==> config.mk <==
export PLATFORM = sky130hd
export DESIGN_NAME = first_fit_block_allocator
export DESIGN_NICKNAME = d
export VERILOG_FILES = /design/src/hdl/ffba_pkg.sv /design/src/hdl/first_fit_block_allocator.sv /design/src/hdl/ffba_ram.sv
export SDC_FILE = /design/constraint.sdc
export NUM_CORES = 2
export LEC_CHECK = 0
export BUFFER_PORTS_ARGS = -buffer_cell sky130_fd_sc_hd__buf_4
export CAP_MARGIN = 40
export CELL_PAD_IN_SITES_DETAIL_PLACEMENT = 0
export CELL_PAD_IN_SITES_GLOBAL_PLACEMENT = 1
export CORE_ASPECT_RATIO = 1.2
export CORE_UTILIZATION = 25
export DETAILED_ROUTE_END_ITERATION = 10
export GPL_ROUTABILITY_DRIVEN = 0
export GPL_TIMING_DRIVEN = 0
export HOLD_SLACK_MARGIN = 0.1
export PLACE_DENSITY = 0.48
export SETUP_SLACK_MARGIN = 0.02
export SLEW_MARGIN = 20
export SYNTH_ARGS = -nofsm -noshare
export SYNTH_HDL_FRONTEND = slang
export SYNTH_SLANG_ARGS = --single-unit
==> constraint.sdc <==
create_clock -name clk -period 7.2 [get_ports clk]
set_clock_uncertainty 0.15 [all_clocks]
set_input_delay 1.44 -clock clk [delete_from_list [all_inputs] [get_ports clk]]
set_output_delay 1.44 -clock clk [all_outputs]
set_load 0.02 [all_outputs]
==> src/hdl/ffba_pkg.sv <==
// Shared types and constants for the first-fit block allocator.
// No dependencies; imported by the allocator top level.
package ffba_pkg;

  localparam int unsigned HEAP_BYTES_DEF   = 65536;
  localparam int unsigned MAX_BLOCKS_DEF   = 64;
  localparam int unsigned HEADER_BYTES_DEF = 8;

  localparam int unsigned ADDR_W = 32;
  localparam int unsigned REQ_W  = 17;
  localparam int unsigned STAT_W = 2;

  localparam logic REQ_ALLOC = 1'b0;
  localparam logic REQ_FREE  = 1'b1;

  localparam logic [STAT_W-1:0] STAT_OK       = 2'd0;
  localparam logic [STAT_W-1:0] STAT_NOMEM    = 2'd1;
  localparam logic [STAT_W-1:0] STAT_BAD_FREE = 2'd2;

  typedef struct packed {
    logic              req_type;
    logic [REQ_W-1:0]  request_bytes;
    logic [ADDR_W-1:0] free_address;
  } req_item_t;

  typedef struct packed {
    logic [ADDR_W-1:0] address;
    logic [STAT_W-1:0] status;
  } rsp_item_t;

endpackage

==> src/hdl/first_fit_block_allocator.sv <==
// First-fit heap allocator without splitting; block table in ffba_ram, needs ffba_pkg.
// S_SCAN reads the table, one entry per cycle through the single read port, up to a hit;
// with no hit (or an empty table) S_MISS appends a block or reports a miss.
// busy drops with the result strobe; a new item is accepted only while idle.
// Reset (synchronous, rst_n low): block count, break and heap base cleared,
// no table clearing pass. Results are strobed once and cannot be stalled.
module first_fit_block_allocator #(
  parameter int unsigned HEAP_BYTES   = ffba_pkg::HEAP_BYTES_DEF,
  parameter int unsigned MAX_BLOCKS   = ffba_pkg::MAX_BLOCKS_DEF,
  parameter int unsigned HEADER_BYTES = ffba_pkg::HEADER_BYTES_DEF
) (
  input  logic                clk,
  input  logic                rst_n,
  input  logic                start,
  output logic                busy,
  input  ffba_pkg::req_item_t in_item,
  output logic                out_valid,
  output ffba_pkg::rsp_item_t out_item,
  input  logic                cfg_valid,
  output logic                cfg_ready,
  input  logic [31:0]         cfg_data
);

  import ffba_pkg::*;

  localparam int unsigned IDX_W   = $clog2(MAX_BLOCKS);
  localparam int unsigned CNT_W   = $clog2(MAX_BLOCKS + 1);
  localparam int unsigned START_W = $clog2(HEAP_BYTES);
  localparam int unsigned SIZE_W  = $clog2(HEAP_BYTES + 1);
  localparam int unsigned BRK_W   = SIZE_W;
  localparam int unsigned NEED_W  = REQ_W + 1;
  localparam int unsigned CMP_W   = (SIZE_W > NEED_W) ? SIZE_W : NEED_W;
  localparam int unsigned SUM_W   = CMP_W + 1;
  localparam int unsigned ENT_W   = START_W + SIZE_W + 1;

  typedef enum logic [1:0] {
    S_IDLE,
    S_SCAN,
    S_MISS
  } state_t;

  state_t            state_r, state_nxt;
  logic [IDX_W-1:0]  idx_r, idx_nxt;
  logic [CNT_W-1:0]  count_r, count_nxt;
  logic [BRK_W-1:0]  brk_r, brk_nxt;
  logic [ADDR_W-1:0] base_hdr_r, base_hdr_nxt;
  logic              op_r, op_nxt;
  logic [NEED_W-1:0] need_r, need_nxt;
  logic [ADDR_W-1:0] target_r, target_nxt;
  logic              out_valid_r, out_valid_nxt;
  rsp_item_t         out_item_r, out_item_nxt;

  logic              rd_en, wr_en;
  logic [IDX_W-1:0]  rd_addr, wr_addr;
  logic [ENT_W-1:0]  wr_data, rd_data;

  logic [START_W-1:0] ent_start;
  logic [SIZE_W-1:0]  ent_size;
  logic               ent_free;
  logic               fit, match, hit, last, full, overflow;
  logic [SUM_W-1:0]   brk_sum;

  ffba_ram #(
    .WIDTH(ENT_W),
    .DEPTH(MAX_BLOCKS)
  ) u_table (
    .clk    (clk),
    .wr_en  (wr_en),
    .wr_addr(wr_addr),
    .wr_data(wr_data),
    .rd_en  (rd_en),
    .rd_addr(rd_addr),
    .rd_data(rd_data)
  );

  assign ent_start = rd_data[ENT_W-1 -: START_W];
  assign ent_size  = rd_data[SIZE_W:1];
  assign ent_free  = rd_data[0];

  assign fit   = ent_free && (CMP_W'(ent_size) >= CMP_W'(need_r));
  assign match = (ADDR_W'(ent_start) == target_r);
  assign hit   = (op_r == REQ_ALLOC) ? fit : match;
  assign last  = ((CNT_W'(idx_r) + CNT_W'(1)) >= count_r);
  assign full  = (count_r == CNT_W'(MAX_BLOCKS));
  assign brk_sum  = SUM_W'(brk_r) + SUM_W'(need_r);
  assign overflow = (brk_sum > SUM_W'(HEAP_BYTES));

  assign busy      = (state_r != S_IDLE);
  assign cfg_ready = (state_r == S_IDLE) && !start;
  assign out_valid = out_valid_r;
  assign out_item  = out_item_r;

  always_comb begin
    state_nxt     = state_r;
    idx_nxt       = idx_r;
    count_nxt     = count_r;
    brk_nxt       = brk_r;
    base_hdr_nxt  = base_hdr_r;
    op_nxt        = op_r;
    need_nxt      = need_r;
    target_nxt    = target_r;
    out_valid_nxt = 1'b0;
    out_item_nxt  = out_item_r;
    rd_en         = 1'b0;
    rd_addr       = IDX_W'(CNT_W'(idx_r) + CNT_W'(1));
    wr_en         = 1'b0;
    wr_addr       = idx_r;
    wr_data       = {ent_start, ent_size, (op_r == REQ_FREE)};

    unique case (state_r)
      S_IDLE: begin
        if (cfg_valid && cfg_ready) begin
          base_hdr_nxt = cfg_data + ADDR_W'(HEADER_BYTES);
        end
        if (start) begin
          op_nxt     = in_item.req_type;
          need_nxt   = NEED_W'(in_item.request_bytes) + NEED_W'(HEADER_BYTES);
          target_nxt = in_item.free_address - base_hdr_r;
          idx_nxt    = '0;
          rd_en      = 1'b1;
          rd_addr    = '0;
          state_nxt  = (count_r == '0) ? S_MISS : S_SCAN;
        end
      end
      S_SCAN: begin
        rd_en = 1'b1;
        if (hit) begin
          wr_en         = 1'b1;
          out_valid_nxt = 1'b1;
          out_item_nxt.status  = STAT_OK;
          out_item_nxt.address = (op_r == REQ_ALLOC) ?
                                 (base_hdr_r + ADDR_W'(ent_start)) : '0;
          state_nxt     = S_IDLE;
        end else if (last) begin
          state_nxt = S_MISS;
        end else begin
          idx_nxt = IDX_W'(CNT_W'(idx_r) + CNT_W'(1));
        end
      end
      S_MISS: begin
        out_valid_nxt        = 1'b1;
        out_item_nxt.address = '0;
        state_nxt            = S_IDLE;
        if (op_r == REQ_FREE) begin
          out_item_nxt.status = STAT_BAD_FREE;
        end else if (full || overflow) begin
          out_item_nxt.status = STAT_NOMEM;
        end else begin
          wr_en     = 1'b1;
          wr_addr   = count_r[IDX_W-1:0];
          wr_data   = {START_W'(brk_r), SIZE_W'(need_r), 1'b0};
          count_nxt = count_r + CNT_W'(1);
          brk_nxt   = BRK_W'(brk_sum);
          out_item_nxt.status  = STAT_OK;
          out_item_nxt.address = base_hdr_r + ADDR_W'(brk_r);
        end
      end
      default: begin
        state_nxt = S_IDLE;
      end
    endcase
  end

  always_ff @(posedge clk) begin
    if (!rst_n) begin
      state_r     <= S_IDLE;
      count_r     <= '0;
      brk_r       <= '0;
      base_hdr_r  <= ADDR_W'(HEADER_BYTES);
      out_valid_r <= 1'b0;
    end else begin
      state_r     <= state_nxt;
      count_r     <= count_nxt;
      brk_r       <= brk_nxt;
      base_hdr_r  <= base_hdr_nxt;
      out_valid_r <= out_valid_nxt;
    end
    idx_r      <= idx_nxt;
    op_r       <= op_nxt;
    need_r     <= need_nxt;
    target_r   <= target_nxt;
    out_item_r <= out_item_nxt;
  end

  a_strobe_single: assert property (@(posedge clk) disable iff (!rst_n)
    out_valid |=> !out_valid)
    else $error("result strobe held longer than one cycle");

  a_accept_busy: assert property (@(posedge clk) disable iff (!rst_n)
    (start && !busy) |=> busy)
    else $error("accepted item did not raise busy");

  a_strobe_ends_busy: assert property (@(posedge clk) disable iff (!rst_n)
    out_valid |-> !busy)
    else $error("result strobe while still busy");

  a_count_bound: assert property (@(posedge clk) disable iff (!rst_n)
    (count_r <= CNT_W'(MAX_BLOCKS)) && (brk_r <= BRK_W'(HEAP_BYTES)))
    else $error("block count or break out of range");

  a_status_code: assert property (@(posedge clk) disable iff (!rst_n)
    out_valid |-> (out_item.status == STAT_OK || out_item.status == STAT_NOMEM ||
                   out_item.status == STAT_BAD_FREE))
    else $error("undefined status code");

endmodule

==> src/hdl/ffba_ram.sv <==
// Generic single-write, single-read RAM with registered read data.
// No dependencies; holds the allocator block table.
module ffba_ram #(
  parameter int unsigned WIDTH = 8,
  parameter int unsigned DEPTH = 64
) (
  input  logic                     clk,
  input  logic                     wr_en,
  input  logic [$clog2(DEPTH)-1:0] wr_addr,
  input  logic [WIDTH-1:0]         wr_data,
  input  logic                     rd_en,
  input  logic [$clog2(DEPTH)-1:0] rd_addr,
  output logic [WIDTH-1:0]         rd_data
);

  logic [WIDTH-1:0] mem [DEPTH];

  always_ff @(posedge clk) begin
    if (wr_en) begin
      mem[wr_addr] <= wr_data;
    end
    if (rd_en) begin
      rd_data <= mem[rd_addr];
    end
  end

endmodule
# [Yosys cells after proc, flatten, opt, wreduce, memory -nomap -nowiden]
# Memory sizes are Yosys's and may differ from the RTL's. A register that Yosys moved wholly into a read port is not among the register bits.
# Index checks and enable logic that the tools add are counted.
[classes] addsub=8 magnitude_cmp=3 n_eq_ne=9 muxes=34 bitwise=2 n_reduce_logical=16
[ops] cell="$mux 34" n=4
[ops] cell="$mux 32" n=3
[ops] cell="$pmux 34 s2" n=1
[ops] cell="$mux 6" n=8
[ops] cell="$add 32x16->32" n=1
[ops] cell="$add 32x17->32" n=1
[ops] cell="$add 32x4->32 const B" n=1
[ops] cell="$eq 16x32->1" n=1
[ops] cell="$sub 32x32->32" n=1
[ops] cell="$add 17x18->19" n=1
[ops] cell="$gt 19x17->1 const B" n=1
[ops] cell="$add 17x4->18 const B" n=1
[ops] cell="$ge 17x18->1" n=1
[ops] cell="$pmux 6 s2" n=1
[ops] cell="$mux 2" n=5
[ops] cell="$mux 1" n=8
[ops] cell="$ne 2x2->1 const B" n=4
[ops] cell="$reduce_and 2->1" n=4
[ops] cell="$add 6x1->7 const B" n=1
[ops] cell="$add 7x1->7 const B" n=1
[ops] cell="$eq 7x7->1 const B" n=1
[ops] cell="$ge 7x7->1" n=1
[ops] cell="$logic_not 7->1" n=1
[ops] cell="$pmux 1 s2" n=3
[ops] cell="other kinds (12)" n=17
[totals] regBits=150 mem_bits_rw=2176 inputBits=86 wordCells=84 memories=1
[mem_list] memory="u_table.mem" depth=64 width=34 rd=1 rd_ports_with_merged_regs=1 write_ports=1 line_no="ffba_ram.sv:16" source="logic [WIDTH-1:0] mem [DEPTH];"

# [Depth between registers and ports, before layout]
[depth] ltp_word=8 ltp_mapped=16 mapped_depth_nobuf=13

# [Cells and area by module]
# Synthesis repeated with hierarchy kept, for this count alone.
[hier_totals] cells_unflattened=5104 area_unflattened_um2=95900.7
[by_module_without_submodules] module="ffba_ram" n_inst=1 cells_per_inst=3744 area_each_um2=84114.4 seq_area_each_um2=66363.6
[by_module_without_submodules] module="first_fit_block_allocator" n_inst=1 cells_per_inst=1360 area_each_um2=11786.3 seq_area_each_um2=3913.8

# [Worst setup path after synthesis]
# No wires, ideal clock.
[synth_path] path_kind="register to register" start="reg need_r[0]" end="mem u_table.mem[0][2] (netlist bit), data pin" setup_ns=0.702 t_arrival_ns=5.818 required_time_ns=6.348 path_slack_ns=0.531 stages_incl_launch_ff=14 path_buffers=2 synth_period_minus_slack_ns=6.669 cell_sequence="edfxtp_1 ha_1 fa_1 a21o_1 a21oi_2 xnor2_1 or4_1 or4_1 nor4_2 a41o_2 nand2_2 buf_6 clkbuf_1 o21ai_0"
[synth_via] elab_chain_len=6
[synth_rtl] item="start, declared" line_no="first_fit_block_allocator.sv:48" source="logic [NEED_W-1:0] need_r, need_nxt;"
[synth_rtl] item="start signal, assigned" line_no="first_fit_block_allocator.sv:180" source="need_r <= need_nxt;"
[synth_rtl] item="$add 17x18->19" line_no="first_fit_block_allocator.sv:85" source="assign brk_sum = SUM_W'(brk_r) + SUM_W'(need_r);"
[synth_rtl] item="$gt 19x17->1" line_no="first_fit_block_allocator.sv:86" source="assign overflow = (brk_sum > SUM_W'(HEAP_BYTES));"
[synth_rtl] item="$logic_or 1x1->1" line_no="first_fit_block_allocator.sv:146" source="end else if (full || overflow) begin"
[synth_rtl] item="$mux 34" line_no="first_fit_block_allocator.sv:146"
[synth_rtl] item="$mux 34" line_no="first_fit_block_allocator.sv:144" source="if (op_r == REQ_FREE) begin"
[synth_rtl] item="$mux 34" line_no="first_fit_block_allocator.sv:110" source="unique case (state_r)"
[synth_rtl] item="named net u_table.wr_data[2]" line_no="ffba_ram.sv:10" source="input logic [WIDTH-1:0] wr_data,"
[synth_rtl] item="end, declared" line_no="ffba_ram.sv:16"
# The timed path passes the listed nets, and every way through them passes these cells.

# [Final worst setup path]
[layout_path] start="reg idx_r[0]" end="reg u_table.rd_data[28], read port of u_table.mem, data pin"
[layout_via] elab_chain_len=3
[layout_rtl] item="start, declared" line_no="first_fit_block_allocator.sv:43" source="logic [IDX_W-1:0] idx_r, idx_nxt;"
[layout_rtl] item="start signal, assigned" line_no="first_fit_block_allocator.sv:178" source="idx_r <= idx_nxt;"
[layout_rtl] item="$add 6x1->7 *" line_no="first_fit_block_allocator.sv:105" source="rd_addr = IDX_W'(CNT_W'(idx_r) + CNT_W'(1));"
[layout_rtl] item="$mux 6" line_no="first_fit_block_allocator.sv:115" source="if (start) begin"
[layout_rtl] item="$mux 6 *" line_no="first_fit_block_allocator.sv:110"
[layout_rtl] item="end, declared" line_no="ffba_ram.sv:13" source="output logic [WIDTH-1:0] rd_data"
# Every way passes the cells marked *; elsewhere a longest branch is shown, timed or not.
# A chain may end at the register's enable or synchronous reset.

==> impl_metrics.ini <==
[run_status]
status = complete, but fails checks
violations = DRC

[clocking]
cts_buffers = 246
cts_resized = 0
tritoncts = built
cts-root-buf = clkbuf_16
clk_pin_slew_ns = 0.06
postCtsSetupBuffers = 0
htree_levels = 4
clock_sinks = 2360
cts_max_path_buffers = 4
hold_buffers = 0
clkLatencyLatePin_ns = 0.98

[sta]
setup_viol = 0
finalSetupTns_ns = 0
relSlewSlack_pct = 33.8
slew_viol_final = 0
layout_min_cycle_time_ns = 6.88
rsz0062_at_grt = no
max_freq_mhz = 145
timing.final.hold_violations = 0
tightest_slew_ns = 0.993
finalCritPeriodShare_pct = 95.5

[synth]
synth.ff_latch_count = 2360
yosysTopAreaCellShare_pct = 70.7
synth.avg_cell_area_um2 = 13.1
ys_top_cells_by_area = edfxtp_1, nand2_1, nand3_1, a2111oi_0, o22ai_1
dominantRegCellSynth = edfxtp_1
synth_seq_area_share_pct = 71.9
synth_area_leader_cell = edfxtp_1
synth_common_cells = edfxtp_1, nand2_1, nand3_1
syn_inst = 7429
yosys.cell_types.count = 79
ys_warn_count = 0
ys_async_sr_fraction_pct = 0
yosysMostFrequentCell = edfxtp_1
syn_nets = 7632
synth_edf_count = 2301
synth.cell_area_um2 = 97700

[critical_path]
path_max_fanout = 10
crit_path_start_kind = flip-flop
critPathKind = flip-flop to flip-flop
worstPathArrival_ns = 7.45
cp.required_ns = 7.78
critPathCaptureType = flip-flop

[detailed_routing]
routed_wl_um = 402000
vias = 68200
drc = 126
ant_nets = 0
firstDrtPassIters = 9
vias_per_cell = 5.03
drtIter0Drc = 7126
avgRoutedWirePerCell_um = 29.6

[final_layout]
area_growth_pct = 22.5
layout-drive-gt1-share_pct = 11.4
layout.nets = 8383
fill_cells = 39000
fin_area_um2 = 120000
stdcell_count = 13600

[global_routing]
grt_max_degree = 41
grt.total_usage_pct = 20.0
grt_pass1_wl_um = 549000
grt_pass1_vias = 67300
overflow = 0
antenna_found_initial = 23

[job]
maxCapViolCount = 0

[floorplan]
fp-row-count = 251
coreArea_um2 = 389000
die_width_um = 573
die-area_um2 = 393000
io_pins = 123
die-height_um = 687
initial_core_util_pct = 25.1

[placed_design]
place_area_um2 = 112000
port_buffers = 122
place_hpwl_um = 297000
placed_cells = 13100

[min_path]
min_path_type = flip-flop to flip-flop

[pwr]
power_density_nw_per_um2 = 314
irDropWorstVdd_mv = 0.219
p_leak_nw = 38.6
## logic make-up (layout without fill, tap and decap cells)
kind of cell | after synthesis | in the layout | share of synthesized area (%)
other | 0 | 8 | 0
adder cells (fa/ha/maj) | 117 | 117 | 1.53
AO/OA/AOI/OAI | 1452 | 1452 | 9.78
AND/OR/NAND/NOR | 2712 | 2712 | 12.7
multiplexers | 43 | 43 | 0.456
flip-flops | 2360 | 2360 | 71.9
buffers and inverters | 612 | 1552 | 2.39
XOR/XNOR | 133 | 133 | 1.19
## report_power, final
part	switching (mW)	internal (mW)	total [mW]	leakage, nW
Combinational	6.61	2.36	8.97	13.6
Clock	5.52	6.89	12.4	3.66
Sequential	0.135	16.1	16.2	21.3
Total	12.3	25.3	37.6	38.6
## sequential cells by signal, summed over array words and instances, names as in the netlist
name             flops
idx_r                6
count_r              7
u_table.mem       2176
base_hdr_r          32
op_r                 1
out_item            34
out_valid            1
brk_r               17
state_r              2
need_r              18
u_table.rd_data     34
target_r            32
## metal layers
| metal | vias to the layer above | part of all wire (%) | global-route usage [%] |
|---|---|---|---|
| met3 | 555 | 5.6 | 2.70 |
| met5 | - | 0.0035 | 0 |
| li1 | 30100 | - | - |
| met1 | 35100 | 41 | 25.1 |
| met2 | 2399 | 49 | 34.0 |
| met4 | 2 | 5.0 | 8.96 |
## final cells by class
class	instances	area, um^2	area share (%)
buffer	523	2040	1.71
timing repair buffer	503	6840	5.71
inverter	89	334	0.279
tap	5186	6490	5.42
clock inverter	144	1200	1.00
multi-input combinational	4457	26200	21.9
clock buffer	293	6330	5.29
sequential	2360	70300	58.7
antenna	8	20.0	0.0167
## critical path: stages, from the launching register on
cell and delay (ns):
edfxtp_1 0.38, clkbuf_1 0.41, nand3_1 0.28, xnor2_1 0.41, and2_1 0.55, clkbuf_2 0.58
clkbuf_2 0.44, buf_16 0.22, clkbuf_1 0.67, nand3_1 0.28, a21oi_1 0.52, nor3_1 0.23
a21oi_1 0.83, nand2_1 0.39, o31ai_1 0.23
## path summary, 6_finish.rpt
kind	startpoint	end	slack [ns]	cells past startpoint
max	idx_r[0]	u_table.rd_data[28]	0.32	14
min	base_hdr_r[29]	base_hdr_r[29]	0.36	2
max reg2reg	idx_r[0]	u_table.rd_data[28]	0.32	14
min reg2reg	base_hdr_r[29]	base_hdr_r[29]	0.36	2
## cell usage in the layout (no fill, tap or decap), types with 54 or more instances in the layout
cell	instances
edfxtp_1	2301
o211ai_1	59
buf_16	93
o21ai_0	306
inv_1	88
nor2_1	106
xnor2_1	74
buf_12	77
a211oi_1	56
nor2_4	65
ha_1	113
nand3_1	791
clkbuf_16	246
nand2_1	1231
nor4_1	73
or3_1	243
clkbuf_1	484
a21oi_1	252
xor2_1	59
clkinv_1	66
buf_1	102
dfxtp_1	59
o22ai_1	289
nor3_1	59
buf_6	54
a2111oi_0	194
buf_4	146
## per-stage QoR
stage	util (%)	worst slack [ns]	power, mW	hold slack, ns
after floorplan	-	0.531	20.0	0.308
after global placement	27.0	-9.62	24.7	0.343
after detailed placement	28.7	-0.379	25.4	0.352
after CTS	30.7	0.431	37.8	0.358
after global routing	30.8	0.445	38.7	0.375
final	30.8	0.321	37.6	0.362
Note: power is estimated with default switching activity, not from simulation.
